[config.mk]
export PLATFORM = sky130hd
export DESIGN_NAME = sorted_insert_priority_queue
export DESIGN_NICKNAME = d
export VERILOG_FILES = /design/src/rtl/spq_pkg.sv /design/src/rtl/sorted_insert_priority_queue.sv /design/src/rtl/spq_cfg.sv /design/src/rtl/spq_cell.sv
export VERILOG_INCLUDE_DIRS = /design/src /design/src/rtl
export SDC_FILE = /design/constraint.sdc
export NUM_CORES = 1
export LEC_CHECK = 0
export ABC_AREA = 1
export BUFFER_PORTS_ARGS = -buffer_cell sky130_fd_sc_hd__buf_4
export CAP_MARGIN = 10
export CORE_MARGIN = 2
export CORE_UTILIZATION = 65
export DETAILED_ROUTE_END_ITERATION = 6
export PLACE_DENSITY_LB_ADDON = 0.3
export SKIP_LAST_GASP = 1
export SLEW_MARGIN = 20
export SYNTH_ARGS = -nofsm -noshare
export SYNTH_HDL_FRONTEND = slang
export SYNTH_SLANG_ARGS = --single-unit
[constraint.sdc]
create_clock -name clk_i -period 7.9 [get_ports clk_i]
set_input_delay 0.395 -clock clk_i [delete_from_list [all_inputs] [get_ports clk_i]]
set_output_delay 0.395 -clock clk_i [all_outputs]
set_load 0.05 [all_outputs]
[src/rtl/sorted_insert_priority_queue_macros.svh]
// Assertion macros for the sorted insert priority queue.
// Needs clk_i and rst_ni in the scope of each use; no other dependencies.
`ifndef SORTED_INSERT_PRIORITY_QUEUE_MACROS_SVH
`define SORTED_INSERT_PRIORITY_QUEUE_MACROS_SVH

`ifndef ASSERT_OFF
// Checked at each rising edge, ignored while reset is asserted
`define SPQ_ASSERT(lbl, prop, msg) \
  lbl: assert property (@(posedge clk_i) disable iff (!rst_ni) prop) else $error(msg);
// Checked at each rising edge, reset included
`define SPQ_ASSERT_ALWAYS(lbl, prop, msg) \
  lbl: assert property (@(posedge clk_i) prop) else $error(msg);
`else
`define SPQ_ASSERT(lbl, prop, msg)
`define SPQ_ASSERT_ALWAYS(lbl, prop, msg)
`endif

`endif

[src/rtl/spq_pkg.sv]
// Shared types and constants for the sorted insert priority queue.
// No dependencies; used by every module of the block.
package spq_pkg;

  // Geometry
  localparam int DEPTH  = 16;
  localparam int IDX_W  = $clog2(DEPTH);
  localparam int CNT_W  = $clog2(DEPTH + 1);
  localparam int PRIO_W = 8;
  localparam int CHAR_W = 8;

  // Configuration port
  localparam int CAP_W        = 5;
  localparam int CAP_RESET    = 16;
  localparam int APB_ADDR_W   = 3;
  localparam int APB_DATA_W   = 32;
  localparam logic [APB_ADDR_W-1:0] REG_CAPACITY = APB_ADDR_W'(0);

  typedef enum logic {
    FUNC_ENQ = 1'b0,
    FUNC_DEQ = 1'b1
  } func_e;

  typedef enum logic [1:0] {
    ST_DONE  = 2'd0,
    ST_FULL  = 2'd1,
    ST_EMPTY = 2'd2
  } status_e;

  typedef struct packed {
    logic [PRIO_W-1:0] prio;
    logic [CHAR_W-1:0] chr;
  } entry_t;

  // Broadcast from the controller to every cell
  typedef struct packed {
    logic             enq;
    logic             deq;
    entry_t           new_entry;
    logic [CNT_W-1:0] count;
  } cell_ctrl_t;

endpackage

[src/rtl/sorted_insert_priority_queue.sv]
// Sorted insert priority queue: a chain of DEPTH cells kept in ascending order.
// The result is registered and valid in the cycle after the request is accepted.
// Throughput: one request per cycle unless stalled; every cell compares to the new
// entry in parallel and shifts in the same cycle, so enqueue and dequeue cost alike.
// Reset: count cleared, capacity 16, output empty; cell contents undefined.
module sorted_insert_priority_queue (
  input  logic                            clk_i,
  input  logic                            rst_ni,
  // Request channel
  input  logic                            in_valid_i,
  output logic                            in_stall_o,
  input  logic                            func_i,
  input  logic [spq_pkg::PRIO_W-1:0]      new_prio_i,
  input  logic [spq_pkg::CHAR_W-1:0]      new_char_i,
  // Result channel
  output logic                            out_valid_o,
  input  logic                            out_stall_i,
  output logic [1:0]                      status_o,
  output logic [spq_pkg::PRIO_W-1:0]      head_prio_o,
  output logic [spq_pkg::CHAR_W-1:0]      head_char_o,
  output logic [4:0]                      entry_count_o,
  output logic                            is_empty_o,
  output logic                            is_full_o,
  // Configuration port
  input  logic                            psel,
  input  logic                            penable,
  input  logic                            pwrite,
  input  logic [spq_pkg::APB_ADDR_W-1:0]  paddr,
  input  logic [spq_pkg::APB_DATA_W-1:0]  pwdata,
  output logic [spq_pkg::APB_DATA_W-1:0]  prdata,
  output logic                            pready
);
  import spq_pkg::*;
  `include "sorted_insert_priority_queue_macros.svh"

  logic [CNT_W-1:0]  eff_cap;
  logic [CNT_W-1:0]  count_q, count_d;
  logic              out_valid_q, out_valid_d;
  status_e           status_q, status_d;
  entry_t            head_q, head_d;
  logic [CNT_W-1:0]  res_count_q;
  logic              res_empty_q, res_full_q;
  logic              in_acc;
  logic              is_enq;
  logic              full_now;
  logic              empty_now;
  logic              do_enq;
  logic              do_deq;
  cell_ctrl_t        ctrl;
  entry_t            cell_ent [DEPTH];
  logic              cell_ins [DEPTH];

  // Configuration register
  spq_cfg u_cfg (
    .clk_i     (clk_i),
    .rst_ni    (rst_ni),
    .psel      (psel),
    .penable   (penable),
    .pwrite    (pwrite),
    .paddr     (paddr),
    .pwdata    (pwdata),
    .prdata    (prdata),
    .pready    (pready),
    .eff_cap_o (eff_cap)
  );

  // Request handshake: the output register frees as its result is taken
  assign in_stall_o = out_valid_q & out_stall_i;
  assign in_acc     = in_valid_i & ~in_stall_o;

  // Decode
  assign is_enq    = (func_i == FUNC_ENQ);
  assign full_now  = (count_q >= eff_cap);
  assign empty_now = (count_q == '0);
  assign do_enq    = in_acc & is_enq & ~full_now;
  assign do_deq    = in_acc & ~is_enq & ~empty_now;

  // Cell broadcast
  assign ctrl.enq            = do_enq;
  assign ctrl.deq            = do_deq;
  assign ctrl.new_entry.prio = new_prio_i;
  assign ctrl.new_entry.chr  = new_char_i;
  assign ctrl.count          = count_q;

  // Cell chain, head at index zero
  for (genvar k = 0; k < DEPTH; k++) begin : g_cell
    logic   left_ins;
    entry_t left_ent;
    entry_t right_ent;

    if (k == 0) begin : g_first
      assign left_ins = 1'b0;
      assign left_ent = '0;
    end else begin : g_mid
      assign left_ins = cell_ins[k-1];
      assign left_ent = cell_ent[k-1];
    end

    if (k == DEPTH - 1) begin : g_last
      assign right_ent = '0;
    end else begin : g_inner
      assign right_ent = cell_ent[k+1];
    end

    spq_cell u_cell (
      .clk_i       (clk_i),
      .idx_i       (IDX_W'(k)),
      .ctrl_i      (ctrl),
      .left_ins_i  (left_ins),
      .left_ent_i  (left_ent),
      .right_ent_i (right_ent),
      .ins_o       (cell_ins[k]),
      .ent_o       (cell_ent[k])
    );
  end

  // Count update
  always_comb begin
    count_d = count_q;
    if (do_enq) begin
      count_d = count_q + CNT_W'(1);
    end else if (do_deq) begin
      count_d = count_q - CNT_W'(1);
    end
  end

  // Result formation
  always_comb begin
    out_valid_d = out_valid_q & out_stall_i;
    status_d    = status_q;
    head_d      = head_q;
    if (in_acc) begin
      out_valid_d = 1'b1;
      if (is_enq) begin
        status_d = full_now ? ST_FULL : ST_DONE;
      end else begin
        status_d = empty_now ? ST_EMPTY : ST_DONE;
      end
      head_d = do_deq ? cell_ent[0] : '0;
    end
  end

  always_ff @(posedge clk_i or negedge rst_ni) begin
    if (!rst_ni) begin
      count_q     <= '0;
      out_valid_q <= 1'b0;
    end else begin
      count_q     <= count_d;
      out_valid_q <= out_valid_d;
    end
  end

  // Result payload
  always_ff @(posedge clk_i) begin
    if (in_acc) begin
      status_q    <= status_d;
      head_q      <= head_d;
      res_count_q <= count_d;
      res_empty_q <= (count_d == '0);
      res_full_q  <= (count_d >= eff_cap);
    end
  end

  assign out_valid_o   = out_valid_q;
  assign status_o      = status_q;
  assign head_prio_o   = head_q.prio;
  assign head_char_o   = head_q.chr;
  assign entry_count_o = 5'(res_count_q);
  assign is_empty_o    = res_empty_q;
  assign is_full_o     = res_full_q;

  // Checks
  `SPQ_ASSERT_ALWAYS(a_count_bound, (!rst_ni || count_q <= CNT_W'(DEPTH)), "count beyond depth")
  `SPQ_ASSERT(a_enq_grows, (do_enq |=> count_q == $past(count_q) + CNT_W'(1)), "enqueue lost")
  `SPQ_ASSERT(a_reject_holds, (in_acc && !do_enq && !do_deq |=> $stable(count_q)), "reject moved count")
  `SPQ_ASSERT(a_head_zero, (out_valid_q && (status_q != ST_DONE) |-> (head_q == '0)), "rejected head not zero")
  `SPQ_ASSERT(a_empty_flag, (out_valid_q |-> (res_empty_q == (res_count_q == '0))), "empty flag mismatch")

endmodule

[src/rtl/spq_cfg.sv]
// APB capacity register and effective capacity clamp.
// Depends on spq_pkg.
module spq_cfg (
  input  logic                            clk_i,
  input  logic                            rst_ni,
  input  logic                            psel,
  input  logic                            penable,
  input  logic                            pwrite,
  input  logic [spq_pkg::APB_ADDR_W-1:0]  paddr,
  input  logic [spq_pkg::APB_DATA_W-1:0]  pwdata,
  output logic [spq_pkg::APB_DATA_W-1:0]  prdata,
  output logic                            pready,
  output logic [spq_pkg::CNT_W-1:0]       eff_cap_o
);
  import spq_pkg::*;

  logic [CAP_W-1:0] capacity_q;
  logic [CAP_W-1:0] capacity_d;
  logic             wr_en;

  assign pready = 1'b1;
  assign wr_en  = psel & penable & pwrite & pready & (paddr == REG_CAPACITY);

  // Register write
  always_comb begin
    capacity_d = capacity_q;
    if (wr_en) begin
      capacity_d = pwdata[CAP_W-1:0];
    end
  end

  always_ff @(posedge clk_i or negedge rst_ni) begin
    if (!rst_ni) begin
      capacity_q <= CAP_W'(CAP_RESET);
    end else begin
      capacity_q <= capacity_d;
    end
  end

  // Readback
  assign prdata = (paddr == REG_CAPACITY) ? APB_DATA_W'(capacity_q) : '0;

  // Zero acts as one, anything beyond the depth acts as the depth
  always_comb begin
    if (capacity_q == '0) begin
      eff_cap_o = CNT_W'(1);
    end else if (int'(capacity_q) > DEPTH) begin
      eff_cap_o = CNT_W'(DEPTH);
    end else begin
      eff_cap_o = CNT_W'(capacity_q);
    end
  end

endmodule

[src/rtl/spq_cell.sv]
// One storage cell of the sorted chain: holds one entry, compares it to the
// incoming entry and shifts toward either neighbor. Depends on spq_pkg.
module spq_cell (
  input  logic                       clk_i,
  input  logic [spq_pkg::IDX_W-1:0]  idx_i,
  input  spq_pkg::cell_ctrl_t        ctrl_i,
  input  logic                       left_ins_i,
  input  spq_pkg::entry_t            left_ent_i,
  input  spq_pkg::entry_t            right_ent_i,
  output logic                       ins_o,
  output spq_pkg::entry_t            ent_o
);
  import spq_pkg::*;

  entry_t ent_q;
  entry_t ent_d;
  logic   occupied;
  logic   first_free;

  assign occupied   = CNT_W'(idx_i) < ctrl_i.count;
  assign first_free = CNT_W'(idx_i) == ctrl_i.count;

  // Insert point at or before this cell: stored priority strictly greater,
  // or this is the first free cell
  assign ins_o = occupied ? (ent_q.prio > ctrl_i.new_entry.prio) : first_free;

  // Enqueue: cells past the insert point take the left neighbor, the insert
  // point takes the new entry. Dequeue: everything moves one to the left.
  always_comb begin
    ent_d = ent_q;
    if (ctrl_i.enq && ins_o) begin
      ent_d = left_ins_i ? left_ent_i : ctrl_i.new_entry;
    end else if (ctrl_i.deq) begin
      ent_d = right_ent_i;
    end
  end

  always_ff @(posedge clk_i) begin
    ent_q <= ent_d;
  end

  assign ent_o = ent_q;

endmodule

==> results of run 1 <==
worst max path at each step:
stage / from / endpoint / slack [ns] / cells past startpoint
after floorplan: u_cfg.capacity_q[2]$_DFFE_PN0P_ / g_cell[15].u_cell.ent_o[0]$_SDFFCE_PN0P_ / 4.53 / 13
after global placement: new_prio_i[7] / g_cell[14].u_cell.ent_o[1]$_DFFE_PP_ / 3.84 / 12
after detailed placement: new_prio_i[5] / g_cell[6].u_cell.ent_o[3]$_DFFE_PP_ / 3.75 / 13
after global routing: u_cfg.capacity_q[0]$_DFFE_PN0P_ / g_cell[0].u_cell.ent_o[11]$_DFFE_PP_ / 3.71 / 12
after CTS: u_cfg.capacity_q[2]$_DFFE_PN0P_ / g_cell[0].u_cell.ent_o[10]$_DFFE_PP_ / 4.06 / 12
final: u_cfg.capacity_q[2]$_DFFE_PN0P_ / g_cell[0].u_cell.ent_o[10]$_DFFE_PP_ / 4.02 / 12
layout make-up:
| type | instances | area, sq um |
|---|---|---|
| Clock buffer | 42 | 902 |
| Clock inverter | 15 | 173 |
| Fill cell | 2420 | 9030 |
| Inverter | 174 | 676 |
| Multi-Input combinational cell | 2016 | 9870 |
| Sequential cell | 292 | 8710 |
| Tap cell | 396 | 495 |
| Timing Repair Buffer | 76 | 573 |
logic make-up (layout without fill, tap and decap cells):
logic type	count (synthesis)	count (layout)	synth area share (%)
XOR/XNOR	6	6	0.263
other	2	28	0.0376
AO/OA/AOI/OAI	132	132	4.11
buffers and inverters	309	307	7.40
AND/OR/NAND/NOR	1707	1707	35.5
flip-flops	292	292	43.7
adder cells (fa/ha/maj)	143	143	8.97
flip-flops by register name, summed over array words and instances (netlist names):
name                 count
g_cell.u_cell.ent_o    256
out_valid_o              1
entry_count_o            5
count_q                  5
is_full_o                1
head_char_o              8
head_prio_o              8
is_empty_o               1
status_o                 2
u_cfg.capacity_q         5
layout by cell type, fill, tap and decap left out, types with 7 or more instances in the layout:
| cell | instances |
|---|---|
| ha_1 | 143 |
| nor2_2 | 7 |
| nand4_1 | 12 |
| clkbuf_1 | 7 |
| a21oi_1 | 71 |
| nand2_1 | 1255 |
| nor2_1 | 80 |
| nand2_4 | 12 |
| conb_1 | 28 |
| edfxtp_1 | 281 |
| clkinv_2 | 7 |
| o21ai_2 | 17 |
| o21ai_0 | 7 |
| o21a_1 | 14 |
| nand3_1 | 307 |
| buf_4 | 75 |
| clkbuf_16 | 35 |
| dfrtp_1 | 10 |
| nand2_2 | 17 |
| inv_2 | 14 |
| o21bai_1 | 14 |
| inv_1 | 151 |
report_power, final:
part | switching (mW) | internal (mW)
registers | 0.164 | 1.95
clock network | 0.624 | 0.938
logic | 1.20 | 0.492
total | 1.99 | 3.38
layer usage:
| layer | share of wire [%] | vias up |
|---|---|---|
| li1 | - | 8411 |
| met1 | 38 | 8295 |
| met2 | 48 | 1037 |
| met3 | 10 | 221 |
| met4 | 4.8 | 0 |
| met5 | 0 | - |
through the flow:
stage	hold slack [ns]	area (sq um)	instances	setup slack, ns
6_report	0.0790	21400	3011	4.02
3_5_place_dp	0.240	20300	2953	3.75
3_3_place_gp	0.237	20300	2953	3.84
2_1_floorplan	0.0994	20100	2617	4.53
4_1_cts	0.0647	21400	3011	4.06
5_1_grt	0.0750	21400	3011	3.71
==> flow_summary.ini, run 1 <==
[clocking]
clockRootBuffer = clkbuf_16
cts_setup_buffers = 0
cts_buffer_depth = 3
cts.htree.levels = 2
path_clk_slew_ns = 0.06
cts-resized-gates = 0
cts.sinks = 292
cts_hold_buffers = 1
cts_made_buffers = 34
cts_tree = built
clock_latency_ns = 0.52

[critical_path]
r2r_cells = 12
crit-reg2reg-launch = u_cfg.capacity_q[2]$_DFFE_PN0P_
critical_path_class = reg -> reg
required_ns = 7.99
r2r_setup_slack_ns = 4.02
critPathMaxStageDelay_ns = 0.65
cp_common_cell = nand2_1
cp_top_family = simple AND/OR/NAND/NOR gates
crit_arrival_ns = 3.96
cp-end-kind = register
path_cells = inv_1 > nand4_1 > nand2_1 > nand2_1 > ha_1 > nand2_1 > a21oi_1 > nor2_2 > nand3_2 > clkinv_2 > nand2_4 > nand2_1
startpoint_type = register
critPathMaxFanout = 33
crit_buf_inv = 2
rr_endpoint = g_cell[0].u_cell.ent_o[10]$_DFFE_PP_
slowest_stage = clkinv_2

[floorplanning]
die_w_microns = 179
ioPinCount = 119
dieArea_sq_um = 32100
coreArea_sq_um = 30400
die_h_microns = 179
start_util_pct = 65.6
num_rows = 64

[yosys]
synth_seq_cells = 292
synth_cell_types = 44
netlist_area_sq_um = 20000
synthArstFlopShare_pct = 3.77
synth_top_cell_by_area = edfxtp_1
syn_avg_cell_area_sq_um = 7.70
synth_top_area_share_pct = 42.3
netlist_top_cells_count = nand2_1, nand3_1, edfxtp_1, inv_1, ha_1
synth_edf_count = 281
synthTopCellsByArea = edfxtp_1, nand2_1, ha_1
synthCells = 2591
ys_seq_area_share_pct = 43.7
yosysWarnings = 0
ys_dominant_reg_cell = edfxtp_1
synth.most_common_cell = nand2_1

[global_route]
use_met2_pct = 59.2
grt_pass1_wl_microns = 87400
grt-busiest-layer = met2
antenna_found_initial = 0
gr-usage-met1_pct = 44.9
grtUsageTotal_pct = 35.5
gr-total-overflow = 0
grt_max_degree = 39
use_met3_pct = 7.00
first_global_vias = 17000

[placement]
dp.final_hpwl_microns = 40100
port_buffers = 63
place_congestion = 0.921

[power]
p_per_area_nw_per_um2 = 251
peakVddDrop_mv = 0.194
p_leak_nw = 10.7
total_power_mw = 5.37

[drt]
post_drt_wl_per_cell_microns = 19.0
ant_nets = 0
drt-initial-drc-count = 2210
dr.pass1.iters = 6
via_per_inst = 5.97
detailroute.via_count = 18000
routed_wl_microns = 57100
drc_errors = 0

[layout]
syn2layout_area_growth_pct = 7.26
final_core_util_pct = 70.3
drive_above_1_share_pct = 8.15
diodes = 0
layout.nets = 2796

[min_path]
hold_path.startpoint = in_valid_i
hold_depth = 2
worstHoldEndpoint = out_valid_o$_DFF_PN0_
hold_class = in -> reg

[timing]
hold_viol_final = 0
tightestPinTransition_ns = 1.01
min_period_ns = 3.88
fmax_ghz = 0.258
slew_headroom_pct = 32.4
setup-violations-final = 0
tns_ns = 0
finalCritPeriodShare_pct = 49.1
rsz0062_at_grt = false
skew_ns = 0.0169
slew_viol_final = 0

[status]
outcome = complete, no violations

[flow_run]
max_cap_violations = 0
Note: power is estimated with default switching activity, not from simulation.
==> inputs of run 2 (changes only) <==
CORE_UTILIZATION = 62   (was 65)
clock period = 3.7 ns   (was 7.9 ns; I/O delays follow)
==> run 2 against run 1 <==
- the run now ends with DRC left
- wire length is 2.6% higher
- global-route usage fell by 0.58 points
- maximum frequency up 24%
- die area increased by 4.7%
- design area grew 2.5%
- clock skew down 0.0051 ns
- hold slack lost 0.013 ns
- largest cell class unchanged
- largest power group unchanged
- highest routed layer unchanged
==> flow_summary.ini, run 2 (synthesis gave the netlist of run 1 again) <==
[clocking]
cts_made_buffers = 34
cts_buffer_depth = 3
clockRootBuffer = clkbuf_16
cts_tree = built
clock_latency_ns = 0.52
path_clk_slew_ns = 0.06
cts_setup_buffers = 0
cts.htree.levels = 2
cts.sinks = 292

[min_path]
hold_class = in -> async

[layout]
fillers = 2548
drive_above_1_share_pct = 9.99
fin_cells = 3085
syn2layout_area_growth_pct = 9.95
multiInputGateArea_sq_um = 9860
register_area_sq_um = 8710
diodes = 0
final_core_util_pct = 69.3
final_common_cell = nand2_1
largest_register_ffs = 256
layout_common_cells = nand2_1, nand3_1, edfxtp_1, inv_1, ha_1
layout.nets = 2860

[flow_run]
max_cap_violations = 0

[global_route]
antenna_found_initial = 0
grt_pass1_wl_microns = 91800
first_global_vias = 17900
gr-total-overflow = 0
grtUsageTotal_pct = 34.9
grt_max_degree = 34

[critical_path]
cp-end-kind = register
crit-reg2reg-launch = u_cfg.capacity_q[0]$_DFFE_PN0P_
r2r_setup_slack_ns = 0.57
r2r_cells = 13
required_ns = 3.81
path_cells = inv_1 > nand4_1 > nand2_1 > nand2_1 > ha_1 > nand2_1 > nor2_1 > o21ai_1 > nand3_2 > clkinv_2 > buf_4 > nand2_4 > nand2_1
crit_arrival_ns = 3.24
startpoint_type = register
crit_path_end = g_cell[11].u_cell.ent_o[7]$_DFFE_PP_
critPathMaxStageDelay_ns = 0.45
slowest_stage = nand2_1
critical_path_class = reg -> reg
cp-startpoint = u_cfg.capacity_q[0]$_DFFE_PN0P_
rr_endpoint = g_cell[11].u_cell.ent_o[7]$_DFFE_PP_
critPathMaxFanout = 18
cp_common_cell = nand2_1

[timing]
fmax_ghz = 0.319
rsz0062_at_grt = false
slew_headroom_pct = 52.5
min_period_ns = 3.13
tns_ns = 0
hold_viol_final = 0
skew_ns = 0.0119
fin_hold_ws_ns = 0.0656
slew_viol_final = 0
finalCritPeriodShare_pct = 84.7
setup-violations-final = 0
tightestPinTransition_ns = 0.711

[drt]
via_per_inst = 5.93
drt-initial-drc-count = 1964
drc_errors = 1
detailroute.via_count = 18300
post_drt_wl_per_cell_microns = 19.0
routed_wl_microns = 58600
dr.pass1.iters = 7
ant_nets = 0

[power]
p_leak_nw = 11.0
peakVddDrop_mv = 0.400
p_per_area_nw_per_um2 = 530

[placement]
numPlacedInstances = 3015
place_congestion = 0.950
dp.final_hpwl_microns = 41900
port_buffers = 63

[floorplanning]
coreArea_sq_um = 31600
dieArea_sq_um = 33600
die_h_microns = 183
die_w_microns = 183
num_rows = 65
ioPinCount = 119
start_util_pct = 63.1

[status]
outcome = complete, but fails checks
violations = DRC
## run 2: changes by cell type in the layout (fill, tap and decap cells not counted), sizes merged
cell / change
buf: +56
bufinv: -2
clkbuf: +6
clkinv: -1
clkinvlp: +2
dlygate4sd3: +8
inv: -1
## run 2: repair_timing
action / 4_1_cts / 5_1_grt
hold endpoints to repair: 18 / 0
hold buffers: 9 / 0
gates resized for setup: 0 / 0
setup endpoints to repair: 0 / 0
## run 2: through the flow
| stage | area (sq um) | setup slack (ns) | power [mW] |
|---|---|---|---|
| finish | 21900 | 0.565 | 11.6 |
| global placement | 20800 | 0.589 | 8.09 |
| CTS | 21900 | 0.637 | 11.6 |
| detailed placement | 20800 | 0.584 | 8.23 |
| global route | 21900 | 0.266 | 12.2 |
| floorplan | 20100 | 0.330 | 7.24 |
## run 2: cell type report
cell class	count	share of cell area, %
clock buffers	48	4.41
clock inverters	13	0.519
inverters	174	3.08
multi-input cells	2016	45.0
flip-flops and latches	292	39.7
well taps	402	2.29
repair buffers	140	5.01
## run 2: routing by layer
| layer | global-route usage [%] | wire length [microns] | vias up |
|---|---|---|---|
| li1 | - | - | 8540 |
| met1 | 44.3 | 22100 | 8467 |
| met2 | 58.6 | 27600 | 1031 |
| met3 | 4.88 | 5590 | 270 |
| met4 | 17.9 | 3360 | 0 |
| met5 | 0 | 0 | - |
## run 2: worst min path at each step
stage | from | endpoint | slack [ns] | cells past startpoint
CTS | rst_ni | u_cfg.capacity_q[0]$_DFFE_PN0P_ | 0.04 | 2
finish | rst_ni | u_cfg.capacity_q[2]$_DFFE_PN0P_ | 0.07 | 2
detailed placement | rst_ni | out_valid_o$_DFF_PN0_ | 0.03 | 1
global placement | rst_ni | u_cfg.capacity_q[3]$_DFFE_PN0P_ | 0.03 | 1
floorplan | rst_ni | count_q[0]$_DFF_PN0_ | -0.11 | 0
global route | rst_ni | count_q[1]$_DFF_PN0_ | 0.09 | 2
## run 2: power by group
group / switching, mW / internal, mW / total, mW
registers: 0.344 / 4.17 / 4.52
clock network: 1.37 / 1.96 / 3.33
logic: 2.62 / 1.16 / 3.78
## run 2: critical path: cells and delay by family, from the launching register on
family                   cells  cell delay (ns)
flip-flops                   1             0.35
adder cells (fa/ha/maj)      1             0.28
AND/OR/NAND/NOR              8             1.28
buffers and inverters        3             0.69
AO/OA/AOI/OAI                1             0.10
